## config.mk

```make
export PLATFORM = sky130hd
export DESIGN_NAME = dq_cell
export DESIGN_NICKNAME = d
export VERILOG_FILES = /design/src/assert_macros.svh /design/src/dq_pkg.sv /design/src/dq_cell.sv
export SDC_FILE = /design/constraint.sdc
export NUM_CORES = 1
export LEC_CHECK = 0
export ABC_CLOCK_PERIOD_IN_PS = 6800
export BUFFER_PORTS_ARGS = -buffer_cell sky130_fd_sc_hd__buf_2
export CORE_UTILIZATION = 32
export CTS_BUF_LIST = sky130_fd_sc_hd__clkbuf_4 sky130_fd_sc_hd__clkbuf_8
export DETAILED_ROUTE_END_ITERATION = 8
export PLACE_DENSITY = 0.66
export SLEW_MARGIN = 0
export SYNTH_ARGS = -nofsm -noshare
export SYNTH_HDL_FRONTEND = slang
export SYNTH_SLANG_ARGS = --single-unit
```

## constraint.sdc

```tcl
create_clock -name clk -period 6.8 [get_ports clk]
set_input_delay 0.68 -clock clk [delete_from_list [all_inputs] [get_ports clk]]
set_output_delay 0.68 -clock clk [all_outputs]
set_load 0.02 [all_outputs]
```

## src/assert_macros.svh

```systemverilog
// Assertion macros used by the deque top level.
`ifndef ASSERT_MACROS_SVH
`define ASSERT_MACROS_SVH

`ifndef SYNTHESIS

// Checked on every rising clk edge once rst_n is released.
`define DQ_ASSERT(lbl, prop) \
  lbl: assert property (@(posedge clk) disable iff (!rst_n) prop) \
    else $error("deque assertion failed");

// Checked on every rising clk edge, reset included.
`define DQ_ASSERT_ALWAYS(lbl, prop) \
  lbl: assert property (@(posedge clk) prop) \
    else $error("deque assertion failed");

`else

`define DQ_ASSERT(lbl, prop)
`define DQ_ASSERT_ALWAYS(lbl, prop)

`endif

`endif

```

## src/dq_pkg.sv

```systemverilog
// Package with the sizes, codes and types of the double-ended queue.
package dq_pkg;

  localparam int DEPTH       = 64;
  localparam int WORD_BITS   = 32;
  localparam int IDX_W       = (DEPTH > 1) ? $clog2(DEPTH) : 1;
  localparam int OCC_W       = $clog2(DEPTH + 1);
  localparam int GROUP_CELLS = 8;
  localparam int NUM_GROUPS  = (DEPTH + GROUP_CELLS - 1) / GROUP_CELLS;

  typedef logic signed [WORD_BITS-1:0] word_t;
  typedef logic [IDX_W-1:0] idx_t;
  typedef logic [OCC_W-1:0] occ_t;

  typedef enum logic [1:0] {
    MODE_PUSH   = 2'd0,
    MODE_POP    = 2'd1,
    MODE_INJECT = 2'd2,
    MODE_EJECT  = 2'd3
  } mode_t;

  typedef enum logic [1:0] {
    STATUS_DONE  = 2'd0,
    STATUS_FULL  = 2'd1,
    STATUS_EMPTY = 2'd2
  } status_t;

  // The operation every cell of the chain performs at a clock edge.
  typedef enum logic [1:0] {
    CELL_HOLD        = 2'd0,
    CELL_SHIFT_BACK  = 2'd1,
    CELL_SHIFT_FRONT = 2'd2,
    CELL_LOAD_TAIL   = 2'd3
  } cell_op_t;

  typedef struct packed {
    cell_op_t op;
    word_t    word;
    occ_t     occ;
  } cell_cmd_t;

  localparam occ_t OCC_FULL = occ_t'(DEPTH);

endpackage

```

## src/dq_cell.sv

```systemverilog
// One storage cell of the deque chain.
module dq_cell
  import dq_pkg::*;
(
  input  logic      clk,
  input  cell_cmd_t cmd,
  input  idx_t      idx,
  input  word_t     from_front,
  input  word_t     from_back,
  output word_t     data,
  output word_t     tap
);

  word_t data_r;
  word_t data_nxt;
  occ_t  own_pos;
  occ_t  next_pos;

  assign own_pos  = occ_t'(idx);
  assign next_pos = occ_t'(idx) + occ_t'(1);

  always_comb begin
    data_nxt = data_r;
    unique case (cmd.op)
      CELL_HOLD:        data_nxt = data_r;
      CELL_SHIFT_BACK:  data_nxt = from_front;
      CELL_SHIFT_FRONT: data_nxt = from_back;
      CELL_LOAD_TAIL:   data_nxt = (cmd.occ == own_pos) ? cmd.word : data_r;
      default:          data_nxt = data_r;
    endcase
  end

  always_ff @(posedge clk) begin
    data_r <= data_nxt;
  end

  // The cell holding the back word offers it to the collection tree.
  assign data = data_r;
  assign tap  = (cmd.occ == next_pos) ? data_r : '0;

endmodule

```

* After elaboration in Yosys (flattened, before gate mapping) *
Index checks and enable logic that the tools add are counted.

word-level totals
  register bits = 32
  input port bits = 112

cells by class
  add/sub/neg operators = 1
  equal/unequal tests = 6
  muxes and demuxes = 3
  bitwise logic cells = 1
  reduce and logical (&&, ||, !) cells = 2

operator list
  kind                                                                    count
  32-bit case mux with 3 select lines                                     1
  32-bit two-way mux                                                      2
  6-bit by 1-bit adder with 7-bit output (second input constant)          1
  7-bit by 6-bit equality test with 1-bit output                          1
  7-bit equality test                                                     1
  2-bit equality test (second input constant)                             2
  2-bit by 1-bit equality test with 1-bit output (second input constant)  1
  2-bit zero test                                                         1
  2-bit != test (second input constant)                                   1
  2-bit AND reduction                                                     1
  1-bit NOT                                                               1

* Longest topological paths before layout *
  depth after elaboration = 3
  mapped depth = 6
  gate-level depth less buffers = 5

* Worst setup path before layout *
No wires, ideal clock.

  path kind = input to register
  start point = input port cmd[39] (netlist bit)
  end point = register data_r[0] (netlist: data[0]) (enable)
  library setup time = 432 ps
  arrival = 2866 ps
  data required time = 6368 ps
  slack = 3502 ps
  stages on the path = 4
  path through = clkbuf_1 > buf_2 > nor2_1 > a21oi_1

on the way
  cells in the longest elaborated chain, start to end = 3

RTL lines
  what                                                    line           source
  from (decl)                                             dq_cell.sv:6   input cell_cmd_t cmd,
  2-bit equality test or 2-bit zero test (tied branches)  dq_cell.sv:24  unique case (cmd.op)
  2-bit != test (no line) or 1-bit NOT (tied branches)    -
  2-bit AND reduction (no line) (*)                       -
  to (signal assigned)                                    dq_cell.sv:34  data_r <= data_nxt;
  to (decl)                                               dq_cell.sv:14  word_t data_r;

Mark *: on every way between the ends. The rest lies on a longest branch, timed or not.
A chain may end at the register's enable or synchronous reset.

* Worst setup path in the final report *
  start point = input port idx[1]
  end point = output port tap[14]

on the way
  cells in the longest elaborated chain, start to end = 3

RTL lines
  what                                    line           source
  from (decl)                             dq_cell.sv:7   input idx_t idx,
  6-bit by 1-bit adder with 7-bit output  dq_cell.sv:20  assign next_pos = occ_t'(idx) + occ_t'(1);
  7-bit equality test                     dq_cell.sv:39  assign tap = (cmd.occ == next_pos) ? data_r : '0;
  32-bit two-way mux                      dq_cell.sv:39
  to (decl)                               dq_cell.sv:11  output word_t tap

Every way passes these cells.

==> results by group <==
Run status
  • Status: finished clean

Place
  • I/O Buffers: 175
  • Final HPWL DP: 5400 um
  • GP Congestion: 0.836

Logic synthesis
  • Area share of the largest cell type after synthesis: 0.382
  • Cell count after synthesis: 253
  • Net Count, Synth: 366
  • Count of different cell masters after synthesis: 31
  • Prevailing post-synth register cell: edfxtp_1
  • Dominant cells by area after synthesis: edfxtp_1, a211oi_2, mux2i_1
  • Count leader, synth: a21oi_1
  • Area leader, netlist: edfxtp_1
  • Ys Warns: 0
  • Commonest cells post-synth: a21oi_1, nor2_1
  • Mapped Avg Cell Area: 9.95 um2
  • Synthesized cell area: 2520 um2
  • Sequential fraction of the synthesis area: 0.382
  • Post-synthesis sequential element count: 32
  • Post-synth ARST share: 0
  • EDFF count, synth: 32

Layout
  • Fillers: 734
  • Flip-flop and latch area: 961 um2
  • Layout area overhead: 39.8%
  • Multi-input gate area: 1340 um2
  • Share of post-route cells with drive strength above 1: 0.533
  • Fin nets: 531
  • Number of flip-flops in the largest register: 32
  • Total inserted antenna cells: 0
  • Core Util, Final: 0.475

Worst setup path
  • Slowest stage cell, crit path: o31ai_4
  • CP Data Required Time: 6120 ps
  • Top cell by count, worst path: buf_2
  • Setup CP Type: in2out
  • Critical path startpoint: idx[1]
  • Crit Path Max Fanout: 20
  • Crit. End Element: output pin
  • CP Cell Sequence: buf_2 -> ha_1 -> a21oi_1 -> o211a_1 -> o31ai_4 -> buf_4 -> a211oi_2 -> buf_2
  • Critical path capture point: tap[14]
  • Crit path largest cell delay: 650 ps
  • Worst path arrival time: 2850 ps
  • Critical Path Start Type: input pin

Clock network
  • Bufs on Longest Clock Path: 2
  • CTS Buf Count: 5
  • Clk slew on worst S/H paths: 60 ps
  • Clk root buf: clkbuf_8
  • H-Tree Depth: 2
  • CTS tree: built
  • Post-CTS Hold Buffers: 0
  • Setup Fix Bufs, Post-CTS: 0
  • Sink Count: 32
  • Post-CTS resize count: 0

Timing
  • TNS Setup: 0 ps
  • Slew headroom: 0.294
  • Fmax: 284 MHz
  • Final period util: 0.519
  • Setup Viol. Count Final: 0
  • Unrepaired setup endpoints after global routing: false
  • Worst slew pin tran: 1060 ps
  • Final min period: 3530 ps
  • Hold Violations, Final: 0
  • Final Max Tran Viols: 0

Power and ir drop
  • Pleak: 1.70 nW
  • PD cells: 165 nW/um2
  • IR Drop Worst-Case VDD: 0.0680 mV

Global route
  • Global route total overflow: 0
  • Largest net degree at the start of global routing: 67
  • Vias in the first global route: 2,494
  • GR Util All Layers: 0.174
  • Initial antenna violation count: 0
  • First-pass GRT wire length: 11,400 um

Die
  • Die Wd: 90.7 um
  • CORE AREA: 7410 um2
  • Initial core utilization: 0.340
  • Rows: 31
  • Ports: 176
  • Die area: 8230 um2
  • Die height: 90.7 um

Routing
  • Final antenna-violating net count: 0
  • Vias: 2,445
  • Via density: 4.73
  • WL final: 7060 um
  • Pre-Repair DR Iteration Count: 4
  • Iteration-0 DRC Markers: 30
  • Residual DRC: 0
  • Wire per inst: 13.6 um

Min path
  • Worst hold path type: in2reg

Flow run
  • Maxcap violations: 0
critical path: cells and delay by family:
family | cells | cell delay, ps
buf+inv | 3 | 820
fa+ha+maj | 1 | 270
compound gates | 4 | 1070
final cells by class:
type,instances,share of cell area
Multi-Input combinational cell,169,0.381
Tap cell,99,0.0352
Inverter,32,0.0341
Sequential cell,32,0.273
Clock buffer,5,0.0196
Timing Repair Buffer,178,0.255
Clock inverter,2,0.00213
cell families after synthesis:
logic type | share of synthesized area
multiplexers | 0.127
buffers and inverters | 0.0969
adder cells (fa/ha/maj) | 0.00497
flip-flops | 0.382
AO/OA/AOI/OAI | 0.260
XOR/XNOR | 0.0313
AND/OR/NAND/NOR | 0.0974
stage by stage:
| stage | total power [mW] | hold WS [ps] | instance area [um2] | worst slack [ps] | cells |
|---|---|---|---|---|---|
| 4_1_cts | 0.589 | 713 | 3520 | 3260 | 517 |
| 3_5_place_dp | 0.453 | 1010 | 3440 | 3270 | 510 |
| 2_1_floorplan | 0.377 | 906 | 2520 | 3500 | 253 |
| 5_1_grt | 0.615 | 722 | 3520 | 3100 | 517 |
| 6_report | 0.579 | 723 | 3520 | 3270 | 517 |
| 3_3_place_gp | 0.449 | 997 | 3440 | 3310 | 510 |
placed cells by master (no fill, tap or decap), drive strengths merged, types with 2 or more instances in the layout:
| cell type | Yosys | layout |
|---|---|---|
| nor2 | 34 | 34 |
| or3 | 2 | 2 |
| buf | 13 | 178 |
| a211oi | 33 | 33 |
| inv | 32 | 32 |
| edfxtp | 32 | 32 |
| mux2i | 32 | 32 |
| clkinv | 0 | 2 |
| nand3 | 4 | 4 |
| xor2 | 4 | 4 |
| xnor2 | 5 | 5 |
| nor3 | 4 | 4 |
| o211a | 2 | 2 |
| nand2b | 2 | 2 |
| clkbuf | 7 | 5 |
| nand2 | 3 | 3 |
| a21oi | 35 | 35 |
metal layers:
metal / share of wire / global-route usage / wire length, um / vias up
met4: 0.016 / 0.0524 / 110 / 0
met1: 0.38 / 0.181 / 2710 / 1096
met5: 0 / 0 / 0 / -
li1: - / - / - / 1236
met2: 0.52 / 0.330 / 3690 / 103
met3: 0.077 / 0.0522 / 544 / 10
where the power goes:
part | switching, mW | total [mW] | internal [mW] | leakage (nW)
Sequential | 0.0121 | 0.261 | 0.249 | 0.316
Clock | 0.0655 | 0.133 | 0.0674 | 0.0391
Combinational | 0.115 | 0.185 | 0.0701 | 1.34
Total | 0.193 | 0.579 | 0.386 | 1.70
how the worst min path moves through the flow:
stage | start | end | slack, ps | cells past startpoint
floorplan | from_front[18] | data[18] | 910 | 2
global placement | from_front[27] | data[27] | 1000 | 3
detailed placement | from_front[9] | data[9] | 1010 | 3
CTS | from_front[31] | data[31] | 710 | 3
global route | from_front[30] | data[30] | 720 | 3
finish | from_front[27] | data[27] | 720 | 3
Note: power is estimated with default switching activity, not from simulation.
